$ cat config.mk
export PLATFORM = sky130hd
export DESIGN_NAME = power_button_and_command_controller_unit
export DESIGN_NICKNAME = d
export VERILOG_FILES = /design/src/pbcc_pkg.sv /design/src/pbcc_cmd_match.sv /design/src/pbcc_engine.sv /design/src/power_button_and_command_controller_unit.sv
export SDC_FILE = /design/constraint.sdc
export NUM_CORES = 1
export LEC_CHECK = 0
export BUFFER_PORTS_ARGS = -buffer_cell sky130_fd_sc_hd__buf_4
export CORE_MARGIN = 4
export CORE_UTILIZATION = 56
export DETAILED_ROUTE_END_ITERATION = 8
export PLACE_DENSITY = 0.77
export REMOVE_ABC_BUFFERS = 1
export SLEW_MARGIN = 20
export SYNTH_ARGS = -nofsm -noshare
export SYNTH_HDL_FRONTEND = slang
export SYNTH_SLANG_ARGS = --single-unit
$ cat constraint.sdc
create_clock -name clk -period 3.6 [get_ports clk]
set_input_delay 0.36 -clock clk [delete_from_list [all_inputs] [get_ports clk]]
set_output_delay 0.36 -clock clk [all_outputs]
set_load 0.005 [all_outputs]
$ cat src/pbcc_pkg.sv
// pbcc_pkg: shared types, constants and helpers of the power button and
// command controller. Used by every module of the block; no dependencies.
`timescale 1ns / 1ps

package pbcc_pkg;

	// line buffer sizing
	localparam int LINE_CAPACITY = 10;
	localparam int LEN_W = $clog2(LINE_CAPACITY + 1);
	localparam int IDX_W = $clog2(LINE_CAPACITY);

	// counter and register widths
	localparam int CNT_W = 16;
	localparam int CFG_IDX_W = 2;
	localparam int CFG_DATA_W = 16;

	// register indexes
	localparam logic [CFG_IDX_W-1:0] REG_SHORT_PRESS = 2'd0;
	localparam logic [CFG_IDX_W-1:0] REG_LONG_PRESS = 2'd1;
	localparam logic [CFG_IDX_W-1:0] REG_IDLE_LIMIT = 2'd2;
	localparam logic [CFG_IDX_W-1:0] REG_DEFAULT_BANK = 2'd3;

	// register reset values
	localparam logic [CNT_W-1:0] SHORT_PRESS_RESET = 16'd30;
	localparam logic [CNT_W-1:0] LONG_PRESS_RESET = 16'd300;
	localparam logic [CNT_W-1:0] IDLE_LIMIT_RESET = 16'd3000;
	localparam logic DEFAULT_BANK_RESET = 1'b0;

	// item kinds
	localparam logic REQ_TICK = 1'b0;
	localparam logic REQ_BYTE = 1'b1;

	// line end characters
	localparam logic [7:0] CHAR_LF = 8'h0A;
	localparam logic [7:0] CHAR_CR = 8'h0D;

	// responses
	localparam logic [1:0] RESP_NONE = 2'd0;
	localparam logic [1:0] RESP_OK = 2'd1;
	localparam logic [1:0] RESP_ERROR = 2'd2;

	// command codes
	localparam logic [3:0] CMD_NONE = 4'd0;
	localparam logic [3:0] CMD_POWERDOWN = 4'd1;
	localparam logic [3:0] CMD_POWERUP = 4'd2;
	localparam logic [3:0] CMD_ROML = 4'd3;
	localparam logic [3:0] CMD_ROMH = 4'd4;
	localparam logic [3:0] CMD_DEFROML = 4'd5;
	localparam logic [3:0] CMD_DEFROMH = 4'd6;
	localparam logic [3:0] CMD_VERSION = 4'd7;
	localparam logic [3:0] CMD_HELP = 4'd8;

	// command keyword table, lower case, padded with zero bytes
	localparam int NUM_WORDS = 8;
	localparam int WORD_MAX = 9;
	localparam logic [0:NUM_WORDS-1][0:WORD_MAX-1][7:0] WORD_TEXT = '{
		'{"p", "o", "w", "e", "r", "d", "o", "w", "n"},
		'{"p", "o", "w", "e", "r", "u", "p", 8'h00, 8'h00},
		'{"r", "o", "m", "l", 8'h00, 8'h00, 8'h00, 8'h00, 8'h00},
		'{"r", "o", "m", "h", 8'h00, 8'h00, 8'h00, 8'h00, 8'h00},
		'{"d", "e", "f", "r", "o", "m", "l", 8'h00, 8'h00},
		'{"d", "e", "f", "r", "o", "m", "h", 8'h00, 8'h00},
		'{"v", "e", "r", "s", "i", "o", "n", 8'h00, 8'h00},
		'{"h", "e", "l", "p", 8'h00, 8'h00, 8'h00, 8'h00, 8'h00}
	};
	localparam logic [0:NUM_WORDS-1][LEN_W-1:0] WORD_LEN = '{
		LEN_W'(9), LEN_W'(7), LEN_W'(4), LEN_W'(4),
		LEN_W'(7), LEN_W'(7), LEN_W'(7), LEN_W'(4)
	};
	localparam logic [0:NUM_WORDS-1][3:0] WORD_CODE = '{
		CMD_POWERDOWN, CMD_POWERUP, CMD_ROML, CMD_ROMH,
		CMD_DEFROML, CMD_DEFROMH, CMD_VERSION, CMD_HELP
	};

	// one input beat
	typedef struct packed {
		logic       req_type;
		logic       button_down;
		logic [7:0] rx_byte;
	} item_t;

	// one result beat
	typedef struct packed {
		logic       power_on;
		logic       rom_pin;
		logic       hibernate;
		logic       echo_valid;
		logic [7:0] echo_char;
		logic       bell;
		logic [1:0] response;
		logic [3:0] command_code;
		logic       default_write_valid;
		logic       default_write_value;
	} result_t;

	// register write from the configuration port
	typedef struct packed {
		logic                  we;
		logic [CFG_IDX_W-1:0]  index;
		logic [CFG_DATA_W-1:0] data;
	} cfg_wr_t;

	// upper case letters fold to lower case
	function automatic logic [7:0] fold_case(input logic [7:0] c);
		logic [7:0] r;
		r = c;
		if (c >= 8'h41 && c <= 8'h5A) begin
			r = c + 8'h20;
		end
		return r;
	endfunction

endpackage

$ cat src/pbcc_cmd_match.sv
// pbcc_cmd_match: compares the buffered line, ignoring case, against the
// keyword table. Depends on pbcc_pkg.
`timescale 1ns / 1ps

module pbcc_cmd_match (
	input  logic [7:0]                 line [pbcc_pkg::LINE_CAPACITY],
	input  logic [pbcc_pkg::LEN_W-1:0] line_len,
	output logic [3:0]                 code
);

	logic [pbcc_pkg::NUM_WORDS-1:0] hit;

	// per keyword: length equal and every used character equal
	always_comb begin
		for (int k = 0; k < pbcc_pkg::NUM_WORDS; k++) begin
			hit[k] = (line_len == pbcc_pkg::WORD_LEN[k]);
			for (int i = 0; i < pbcc_pkg::WORD_MAX; i++) begin
				if (pbcc_pkg::LEN_W'(i) < pbcc_pkg::WORD_LEN[k] &&
					pbcc_pkg::fold_case(line[i]) != pbcc_pkg::WORD_TEXT[k][i]) begin
					hit[k] = 1'b0;
				end
			end
		end
	end

	// first keyword in table order wins
	always_comb begin
		code = pbcc_pkg::CMD_NONE;
		for (int k = pbcc_pkg::NUM_WORDS - 1; k >= 0; k--) begin
			if (hit[k]) begin
				code = pbcc_pkg::WORD_CODE[k];
			end
		end
	end

endmodule

$ cat src/pbcc_engine.sv
// pbcc_engine: controller state (power, ROM bank, counters, line buffer,
// settings) and the next-state and result logic for one beat.
// Depends on pbcc_pkg and pbcc_cmd_match.
`timescale 1ns / 1ps

module pbcc_engine (
	input  logic              clk,
	input  logic              arst_n,
	input  pbcc_pkg::cfg_wr_t cfg,
	input  logic              step,
	input  pbcc_pkg::item_t   item,
	output pbcc_pkg::result_t result
);

	localparam int CNT_W = pbcc_pkg::CNT_W;
	localparam int LEN_W = pbcc_pkg::LEN_W;
	localparam int IDX_W = pbcc_pkg::IDX_W;

	// settings
	logic [CNT_W-1:0] short_press_q;
	logic [CNT_W-1:0] long_press_q;
	logic [CNT_W-1:0] idle_limit_q;

	// controller state
	logic             power_q, power_n;
	logic             choice_q, choice_n;
	logic             pin_q, pin_n;
	logic             stored_q, stored_n;
	logic [CNT_W-1:0] press_q, press_n;
	logic [CNT_W-1:0] idle_q, idle_n;
	logic [LEN_W-1:0] len_q, len_n;
	logic [7:0]       line_q [pbcc_pkg::LINE_CAPACITY];
	logic             store_en;

	logic [3:0] match_code;

	pbcc_cmd_match u_match (
		.line     (line_q),
		.line_len (len_q),
		.code     (match_code)
	);

	// next state and result of the beat in flight
	always_comb begin
		power_n = power_q;
		choice_n = choice_q;
		pin_n = pin_q;
		stored_n = stored_q;
		press_n = press_q;
		idle_n = idle_q;
		len_n = len_q;
		store_en = 1'b0;
		result = '0;
		if (item.req_type == pbcc_pkg::REQ_TICK) begin
			if (item.button_down) begin
				if (press_q != '1) begin
					press_n = press_q + CNT_W'(1);
				end
				idle_n = '0;
			end else begin
				if (power_q) begin
					if (press_q > long_press_q) begin
						power_n = 1'b0;
						pin_n = 1'b0;
					end
				end else if (press_q > short_press_q) begin
					power_n = 1'b1;
					pin_n = pin_q | choice_q;
				end
				press_n = '0;
				if (idle_q != '1) begin
					idle_n = idle_q + CNT_W'(1);
				end
				// idle timeout while off: hibernate and reinitialize
				if (!power_n && idle_n > idle_limit_q) begin
					result.hibernate = 1'b1;
					idle_n = '0;
					choice_n = stored_q;
					pin_n = 1'b0;
				end
			end
		end else if (item.rx_byte == pbcc_pkg::CHAR_CR ||
			item.rx_byte == pbcc_pkg::CHAR_LF) begin
			// line end runs the command
			len_n = '0;
			result.command_code = match_code;
			result.response = (match_code == pbcc_pkg::CMD_NONE) ?
				pbcc_pkg::RESP_ERROR : pbcc_pkg::RESP_OK;
			case (match_code)
				pbcc_pkg::CMD_POWERDOWN: begin
					power_n = 1'b0;
					pin_n = 1'b0;
				end
				pbcc_pkg::CMD_POWERUP: begin
					power_n = 1'b1;
					pin_n = pin_q | choice_q;
				end
				pbcc_pkg::CMD_ROML: begin
					choice_n = 1'b0;
					pin_n = 1'b0;
				end
				pbcc_pkg::CMD_ROMH: begin
					choice_n = 1'b1;
					pin_n = 1'b1;
				end
				pbcc_pkg::CMD_DEFROML: begin
					stored_n = 1'b0;
					result.default_write_valid = 1'b1;
					result.default_write_value = 1'b0;
				end
				pbcc_pkg::CMD_DEFROMH: begin
					stored_n = 1'b1;
					result.default_write_valid = 1'b1;
					result.default_write_value = 1'b1;
				end
				default: begin
				end
			endcase
		end else if (len_q < LEN_W'(pbcc_pkg::LINE_CAPACITY)) begin
			// room left: store and echo
			store_en = 1'b1;
			len_n = len_q + LEN_W'(1);
			result.echo_valid = 1'b1;
			result.echo_char = item.rx_byte;
		end else begin
			result.bell = 1'b1;
		end
		result.power_on = power_n;
		result.rom_pin = pin_n;
	end

	// state registers, settings and bank loads from the register port
	always_ff @(posedge clk or negedge arst_n) begin
		if (!arst_n) begin
			short_press_q <= pbcc_pkg::SHORT_PRESS_RESET;
			long_press_q <= pbcc_pkg::LONG_PRESS_RESET;
			idle_limit_q <= pbcc_pkg::IDLE_LIMIT_RESET;
			power_q <= 1'b0;
			choice_q <= pbcc_pkg::DEFAULT_BANK_RESET;
			pin_q <= 1'b0;
			stored_q <= pbcc_pkg::DEFAULT_BANK_RESET;
			press_q <= '0;
			idle_q <= '0;
			len_q <= '0;
		end else if (cfg.we) begin
			case (cfg.index)
				pbcc_pkg::REG_SHORT_PRESS: short_press_q <= cfg.data[CNT_W-1:0];
				pbcc_pkg::REG_LONG_PRESS: long_press_q <= cfg.data[CNT_W-1:0];
				pbcc_pkg::REG_IDLE_LIMIT: idle_limit_q <= cfg.data[CNT_W-1:0];
				pbcc_pkg::REG_DEFAULT_BANK: begin
					stored_q <= cfg.data[0];
					choice_q <= cfg.data[0];
				end
				default: begin
				end
			endcase
		end else if (step) begin
			power_q <= power_n;
			choice_q <= choice_n;
			pin_q <= pin_n;
			stored_q <= stored_n;
			press_q <= press_n;
			idle_q <= idle_n;
			len_q <= len_n;
		end
	end

	// line buffer, no reset: only entries below the length are read
	always_ff @(posedge clk) begin
		if (step && store_en) begin
			line_q[len_q[IDX_W-1:0]] <= item.rx_byte;
		end
	end

endmodule

$ cat src/power_button_and_command_controller_unit.sv
// power_button_and_command_controller_unit: top level with the input
// register, the result register and the beat handshakes.
// Depends on pbcc_pkg and pbcc_engine.
`timescale 1ns / 1ps

// Usage:
// Input beats are either a timer tick (req_type 0, button_down holds the
// key level) or a received serial byte (req_type 1, rx_byte). Every input
// beat gives exactly one result beat with the power and ROM pin levels after
// the beat, a hibernate pulse, the echo or bell, and the command response.
// Both channels use valid and ready. Settings are written through cfg_we,
// cfg_index and cfg_data while no beat is in flight; a write takes effect
// at once.
// A beat is held in the input register, where the keyword compare and
// next-state logic run, and then in the result register, which drives
// out_valid. Throughput is one beat per cycle while the receiver keeps
// out_ready high.
// When the receiver stalls, the result register holds its beat and the input
// register takes one more beat; after that in_ready drops until out_ready.
// Reset clears both registers, powers off, loads the default ROM bank and
// restores the register defaults; the line buffer comes up empty.
module power_button_and_command_controller_unit (
	input  logic                            clk,
	input  logic                            arst_n,
	input  logic                            in_valid,
	output logic                            in_ready,
	input  logic                            req_type,
	input  logic                            button_down,
	input  logic [7:0]                      rx_byte,
	output logic                            out_valid,
	input  logic                            out_ready,
	output logic                            power_on,
	output logic                            rom_pin,
	output logic                            hibernate,
	output logic                            echo_valid,
	output logic [7:0]                      echo_char,
	output logic                            bell,
	output logic [1:0]                      response,
	output logic [3:0]                      command_code,
	output logic                            default_write_valid,
	output logic                            default_write_value,
	input  logic                            cfg_we,
	input  logic [pbcc_pkg::CFG_IDX_W-1:0]  cfg_index,
	input  logic [pbcc_pkg::CFG_DATA_W-1:0] cfg_data
);

	logic                valid_s1;
	pbcc_pkg::item_t     item_s1;
	logic                valid_s2;
	pbcc_pkg::result_t   result_s2;
	pbcc_pkg::result_t   result_c;
	pbcc_pkg::cfg_wr_t   cfg;
	logic                advance;

	assign cfg = '{we: cfg_we, index: cfg_index, data: cfg_data};

	// stage 1 moves on when the result register is free or its beat is being taken
	assign advance = valid_s1 && (!valid_s2 || out_ready);
	assign in_ready = !valid_s1 || advance;

	pbcc_engine u_engine (
		.clk    (clk),
		.arst_n (arst_n),
		.cfg    (cfg),
		.step   (advance),
		.item   (item_s1),
		.result (result_c)
	);

	// input register valid
	always_ff @(posedge clk or negedge arst_n) begin
		if (!arst_n) begin
			valid_s1 <= 1'b0;
		end else if (in_ready) begin
			valid_s1 <= in_valid;
		end
	end

	// input register payload
	always_ff @(posedge clk) begin
		if (in_valid && in_ready) begin
			item_s1 <= '{req_type: req_type, button_down: button_down, rx_byte: rx_byte};
		end
	end

	// result register valid
	always_ff @(posedge clk or negedge arst_n) begin
		if (!arst_n) begin
			valid_s2 <= 1'b0;
		end else if (advance) begin
			valid_s2 <= 1'b1;
		end else if (out_ready) begin
			valid_s2 <= 1'b0;
		end
	end

	// result register payload
	always_ff @(posedge clk) begin
		if (advance) begin
			result_s2 <= result_c;
		end
	end

	// result beat ports
	assign out_valid = valid_s2;
	assign power_on = result_s2.power_on;
	assign rom_pin = result_s2.rom_pin;
	assign hibernate = result_s2.hibernate;
	assign echo_valid = result_s2.echo_valid;
	assign echo_char = result_s2.echo_char;
	assign bell = result_s2.bell;
	assign response = result_s2.response;
	assign command_code = result_s2.command_code;
	assign default_write_valid = result_s2.default_write_valid;
	assign default_write_value = result_s2.default_write_value;

	// hibernate only ever goes out while powered off
	a_hib_off: assert property (@(posedge clk) disable iff (!arst_n)
		out_valid && hibernate |-> !power_on)
		else $error("hibernate while powered on");

	// ok carries a command, error carries none
	a_resp_code: assert property (@(posedge clk) disable iff (!arst_n)
		out_valid && response != pbcc_pkg::RESP_NONE |->
		((response == pbcc_pkg::RESP_OK) == (command_code != pbcc_pkg::CMD_NONE)))
		else $error("response and command code disagree");

	// a default write comes only from the default bank commands
	a_def_write: assert property (@(posedge clk) disable iff (!arst_n)
		out_valid && default_write_valid |->
		(command_code == pbcc_pkg::CMD_DEFROML || command_code == pbcc_pkg::CMD_DEFROMH))
		else $error("default write without its command");

	// a beat in stage 1 that cannot move keeps the result register full
	a_stall: assert property (@(posedge clk) disable iff (!arst_n)
		valid_s1 && !advance |-> valid_s2 && !out_ready)
		else $error("stage 1 stalled with the result register free");

endmodule

==> run_results.csv <==
group,metric,value,unit
synthesis,synthSimpleGateAreaFrac,19.0,%
global_route,grt_start_max_net_pins,69,
placed_design,globalplace.congestion,0.893,
setup_path,critical-path-slowest-cell,"or3_4",
clocking,worstSkewPairLatency,0.43,ns
cells_and_area,area.growth.synth_to_final,17.7,%
route,viasPerCell,5.84,
sta,number_of_max_slew_violations_in_the_final_report,0,
cells_and_area,nFillCells,1306,
synthesis,syn_area,0.00998,mm^2
setup_path,start_kind,"flop",
power_and_ir_drop,p_leak,4.87,nW
clocking,cts_tree,"yes",
route,postRouteAntennaNets,0,
setup_path,r2r.worst_path.cells,18,
global_route,grt_remaining_overflow,0,
floorplan,core_region_area,0.0174,mm^2
synthesis,synth_top_family_by_area,"simple AND/OR/NAND/NOR gates",
route,detailedRoute.firstPassIterationCount,5,
power_and_ir_drop,cellPowerDensity,460,mW/mm^2
clocking,clock_pin_transition_on_the_worst_setup_and_hold_timing_paths,0.07,ns
sta,slew-limit-headroom,36.9,%
cells_and_area,multi_input_comb_area,0.00447,mm^2
setup_path,worst-path-buf-inv,3,
synthesis,post_synth_edffs,103,
setup_path,worst_path_largest_cell_delay,0.38,ns
clocking,clock_tree.root_cell,"clkbuf_16",
sta,worst_clock_skew,0.00814,ns
placed_design,dp.cells,1182,
setup_path,timing.rr.end,"u_engine.idle_q[5]$_DFFE_PN0P_",
clocking,cts.sinks,193,
floorplan,initial_utilization,57.5,%
route,vias,7195,
setup_path,critPathMostFrequentCell,"nand4_1",
clocking,count_of_h_tree_levels_built_during_cts,4,
route,drt-wirelength-per-cell,18.5,um
power_and_ir_drop,vdd_ir_drop_max,0.425,mV
synthesis,ys_async_sr_fraction,46.6,%
setup_path,critical_path.reg2reg.startpoint,"u_engine.idle_q[3]$_DFFE_PN0P_",
clocking,cts.path.max_buffers,2,
status,outcome,"completed",
global_route,first_global_vias,7063,
sta,timing.final.crit_period,3.53,ns
cells_and_area,insertedDiodeCount,0,
flow_run,maxCapViolations,0,
route,iter_0_drt_violations,499,
synthesis,synth_fa_ha_area_share,7.90,%
global_route,grt_use_total,23.2,%
setup_path,worst-setup-path-type,"flop to flop",
placed_design,port_buffers,55,
cells_and_area,final_net_count,1089,
synthesis,area_fraction_in_compound_gates_after_synthesis,9.88,%
floorplan,fp.dieH,142,um
global_route,antenna_violations_before_repair,0,
floorplan,die_w,142,um
synthesis,synth_cells,886,
global_route,grt_first_pass_wirelength,36300,um
synthesis,dominant_synthesized_flop_cell,"edfxtp_1",
sta,final_hold_viol_count,0,
cells_and_area,finalNonFillerCells,1231,
synthesis,synth-seq-area-share,53.7,%
floorplan,io_pins,56,
synthesis,netlist-cell-type-count,73,
synthesis,ys_ff_latch,193,
sta,setup_viol,0,
clocking,tritoncts.num_buffers,17,
route,routed_wl,22800,um
setup_path,critical_path_required,3.92,ns
power_and_ir_drop,finalPower,5.40,mW
synthesis,syn_avg_cell_area,11.3,um^2
setup_path,r2r_slack,0.07,ns
setup_path,critPathMaxFanout,5,
cells_and_area,final-seq-area,0.00536,mm^2
hold_path,hold_path.class,"input pin to asynchronous set/reset pin",
setup_path,timing.critical_path.max_delay_family,"simple AND/OR/NAND/NOR gates",
floorplan,fp-row-count,48,
synthesis,yosysWarnings,0,
cells_and_area,final_cell_mix,"edfxtp_1 (103), buf_4 (103), dfrtp_1 (75)",
route,drc_errors,0,
sta,tightest_slew,0.943,ns
cells_and_area,drive_gt1_share,23.2,%
setup_path,timing.critical_path.to_type,"flop",
sta,maxClockFrequency,283,MHz
floorplan,die_area,0.0200,mm^2
placed_design,detailed_place_hpwl,16600,um
setup_path,crit_path_start,"u_engine.idle_q[3]$_DFFE_PN0P_",
setup_path,worstPathArrival,3.85,ns
sta,rsz0062_at_grt,"yes",
sta,timing.final.crit_share,98.2,%
setup_path,worstPathCellList,"and3_4 -> and2_4 -> nand4_1 -> or3_4 -> buf_6 -> nand4_1 -> xnor2_2 -> ha_1 -> nand4_1 -> or2_4 -> a211oi_2 -> nor3_2 -> a22oi_2 -> a311oi_2 -> buf_4 -> buf_6 -> a21o_1 -> a22o_1",
synthesis,synth.mux.area_fraction,4.20,%
synthesis,yosys.area_share.xor_xnor,2.19,%
-- where the power goes --
part,leakage [nW],switching [mW],internal [mW],total [mW]
clock network,0.271,0.824,0.983,1.81
logic,2.54,0.457,0.387,0.844
registers,2.07,0.170,2.58,2.75
-- through the flow --
stage               setup TNS, ns  utilization [%]  hold WS [ns]  instance area, um^2  worst slack, ns
floorplan                  -10.55                -        0.0644                 9900           -0.758
global placement                0             62.8         0.491                10900           0.0381
detailed placement         -0.667             62.8         0.493                10900           -0.126
CTS                             0             66.3        0.0494                11500           0.0341
global route               -0.522             67.7        0.0817                11800           -0.103
finish                          0             67.7        0.0267                11800           0.0662
-- logic make-up (layout without fill, tap and decap cells) --
| group | count (synthesis) | in the layout |
|---|---|---|
| flops | 193 | 193 |
| fa+ha+maj | 63 | 63 |
| compound gates | 149 | 149 |
| buf+inv | 82 | 202 |
| simple gates | 337 | 337 |
| xor+xnor | 25 | 25 |
| mux | 37 | 37 |
-- flip-flops by register name, summed over array words and instances (netlist names), 2 cells and up --
name                    cells
u_engine.line_q            72
u_engine.idle_limit_q      16
u_engine.idle_q            16
u_engine.long_press_q      16
u_engine.press_q           16
u_engine.short_press_q     16
item_s1                    10
echo_char                   8
command_code                4
u_engine.len_q              4
response                    2
-- worst max path at each step --
stage	endpoint	slack, ns	cells past startpoint
final	u_engine.idle_q[5]$_DFFE_PN0P_	0.07	18
after global routing	u_engine.idle_q[7]$_DFFE_PN0P_	-0.10	18
after CTS	u_engine.idle_q[7]$_DFFE_PN0P_	0.03	18
after detailed placement	u_engine.idle_q[7]$_DFFE_PN0P_	-0.13	20
after global placement	u_engine.choice_q$_DFFE_PN0P_	0.04	17
after floorplan	u_engine.idle_q[0]$_DFFE_PN0P_	-0.76	17
-- cells in the mapped netlist, drive strengths merged (3+ instances only) --
library cell  number  area, um^2
a211oi             4        30.0
a21o               8        61.3
a21oi             37         204
a221oi             3        32.5
a22o              13         114
a31oi              7        43.8
and2              27         169
and3              12        75.1
and4               4        35.0
and4b              4        40.0
clkbuf            21        78.8
dfrtp             75        1880
dfstp             15         394
edfxtp           103        3090
ha                63         788
inv               61         229
mux2              36         409
nand2             71         267
nand2b             7        43.8
nand3             31         155
nand3b             8        60.1
nand4             19         119
nand4b            12         105
nor2              57         214
nor2b             14        87.6
nor3              19         105
nor4              18         128
nor4b              7        76.3
nor4bb             3        30.0
o2111ai            3        26.3
o211ai             4        30.0
o21a               6        45.0
o21ai             42         210
or2                6        37.5
or3                4        30.0
or4                7        56.3
xnor2             18         158
xor2               7        61.3
-- worst reg2reg max path, cell delays in order, from the launching register on --
cell and delay (ns):
dfrtp_1 0.35, and3_4 0.19, and2_4 0.14, nand4_1 0.12, or3_4 0.38, buf_6 0.14, nand4_1 0.11, xnor2_2 0.09
ha_1 0.30, nand4_1 0.08, or2_4 0.27, a211oi_2 0.23, nor3_2 0.08, a22oi_2 0.21, a311oi_2 0.15, buf_4 0.16
buf_6 0.11, a21o_1 0.15, a22o_1 0.17
-- metal layers --
layer  GRT usage [%]  up-vias  part of all wire, %
li1                -     3487                    -
met1            28.7     3509                   40
met2            41.5      165                   53
met3            4.25       34                  4.3
met4            6.82        0                  2.0
met5               0        -                    0
-- what timing repair did --
item,4_1_cts,5_1_grt
setup endpoints to repair,16,18
pin swaps,2,30
gates cloned,0,1
gates resized for setup,8,33
buffers inserted,3,13
hold buffers,0,0
-- layout make-up --
cell class,instances,area share (%)
multi-input combinational,611,38.0
clock buffer,22,3.86
clock inverter,10,0.884
sequential,193,45.6
tap,225,2.40
inverter,61,1.95
timing repair buffer,109,7.23
No activity file was read; power rests on OpenSTA's default activity.
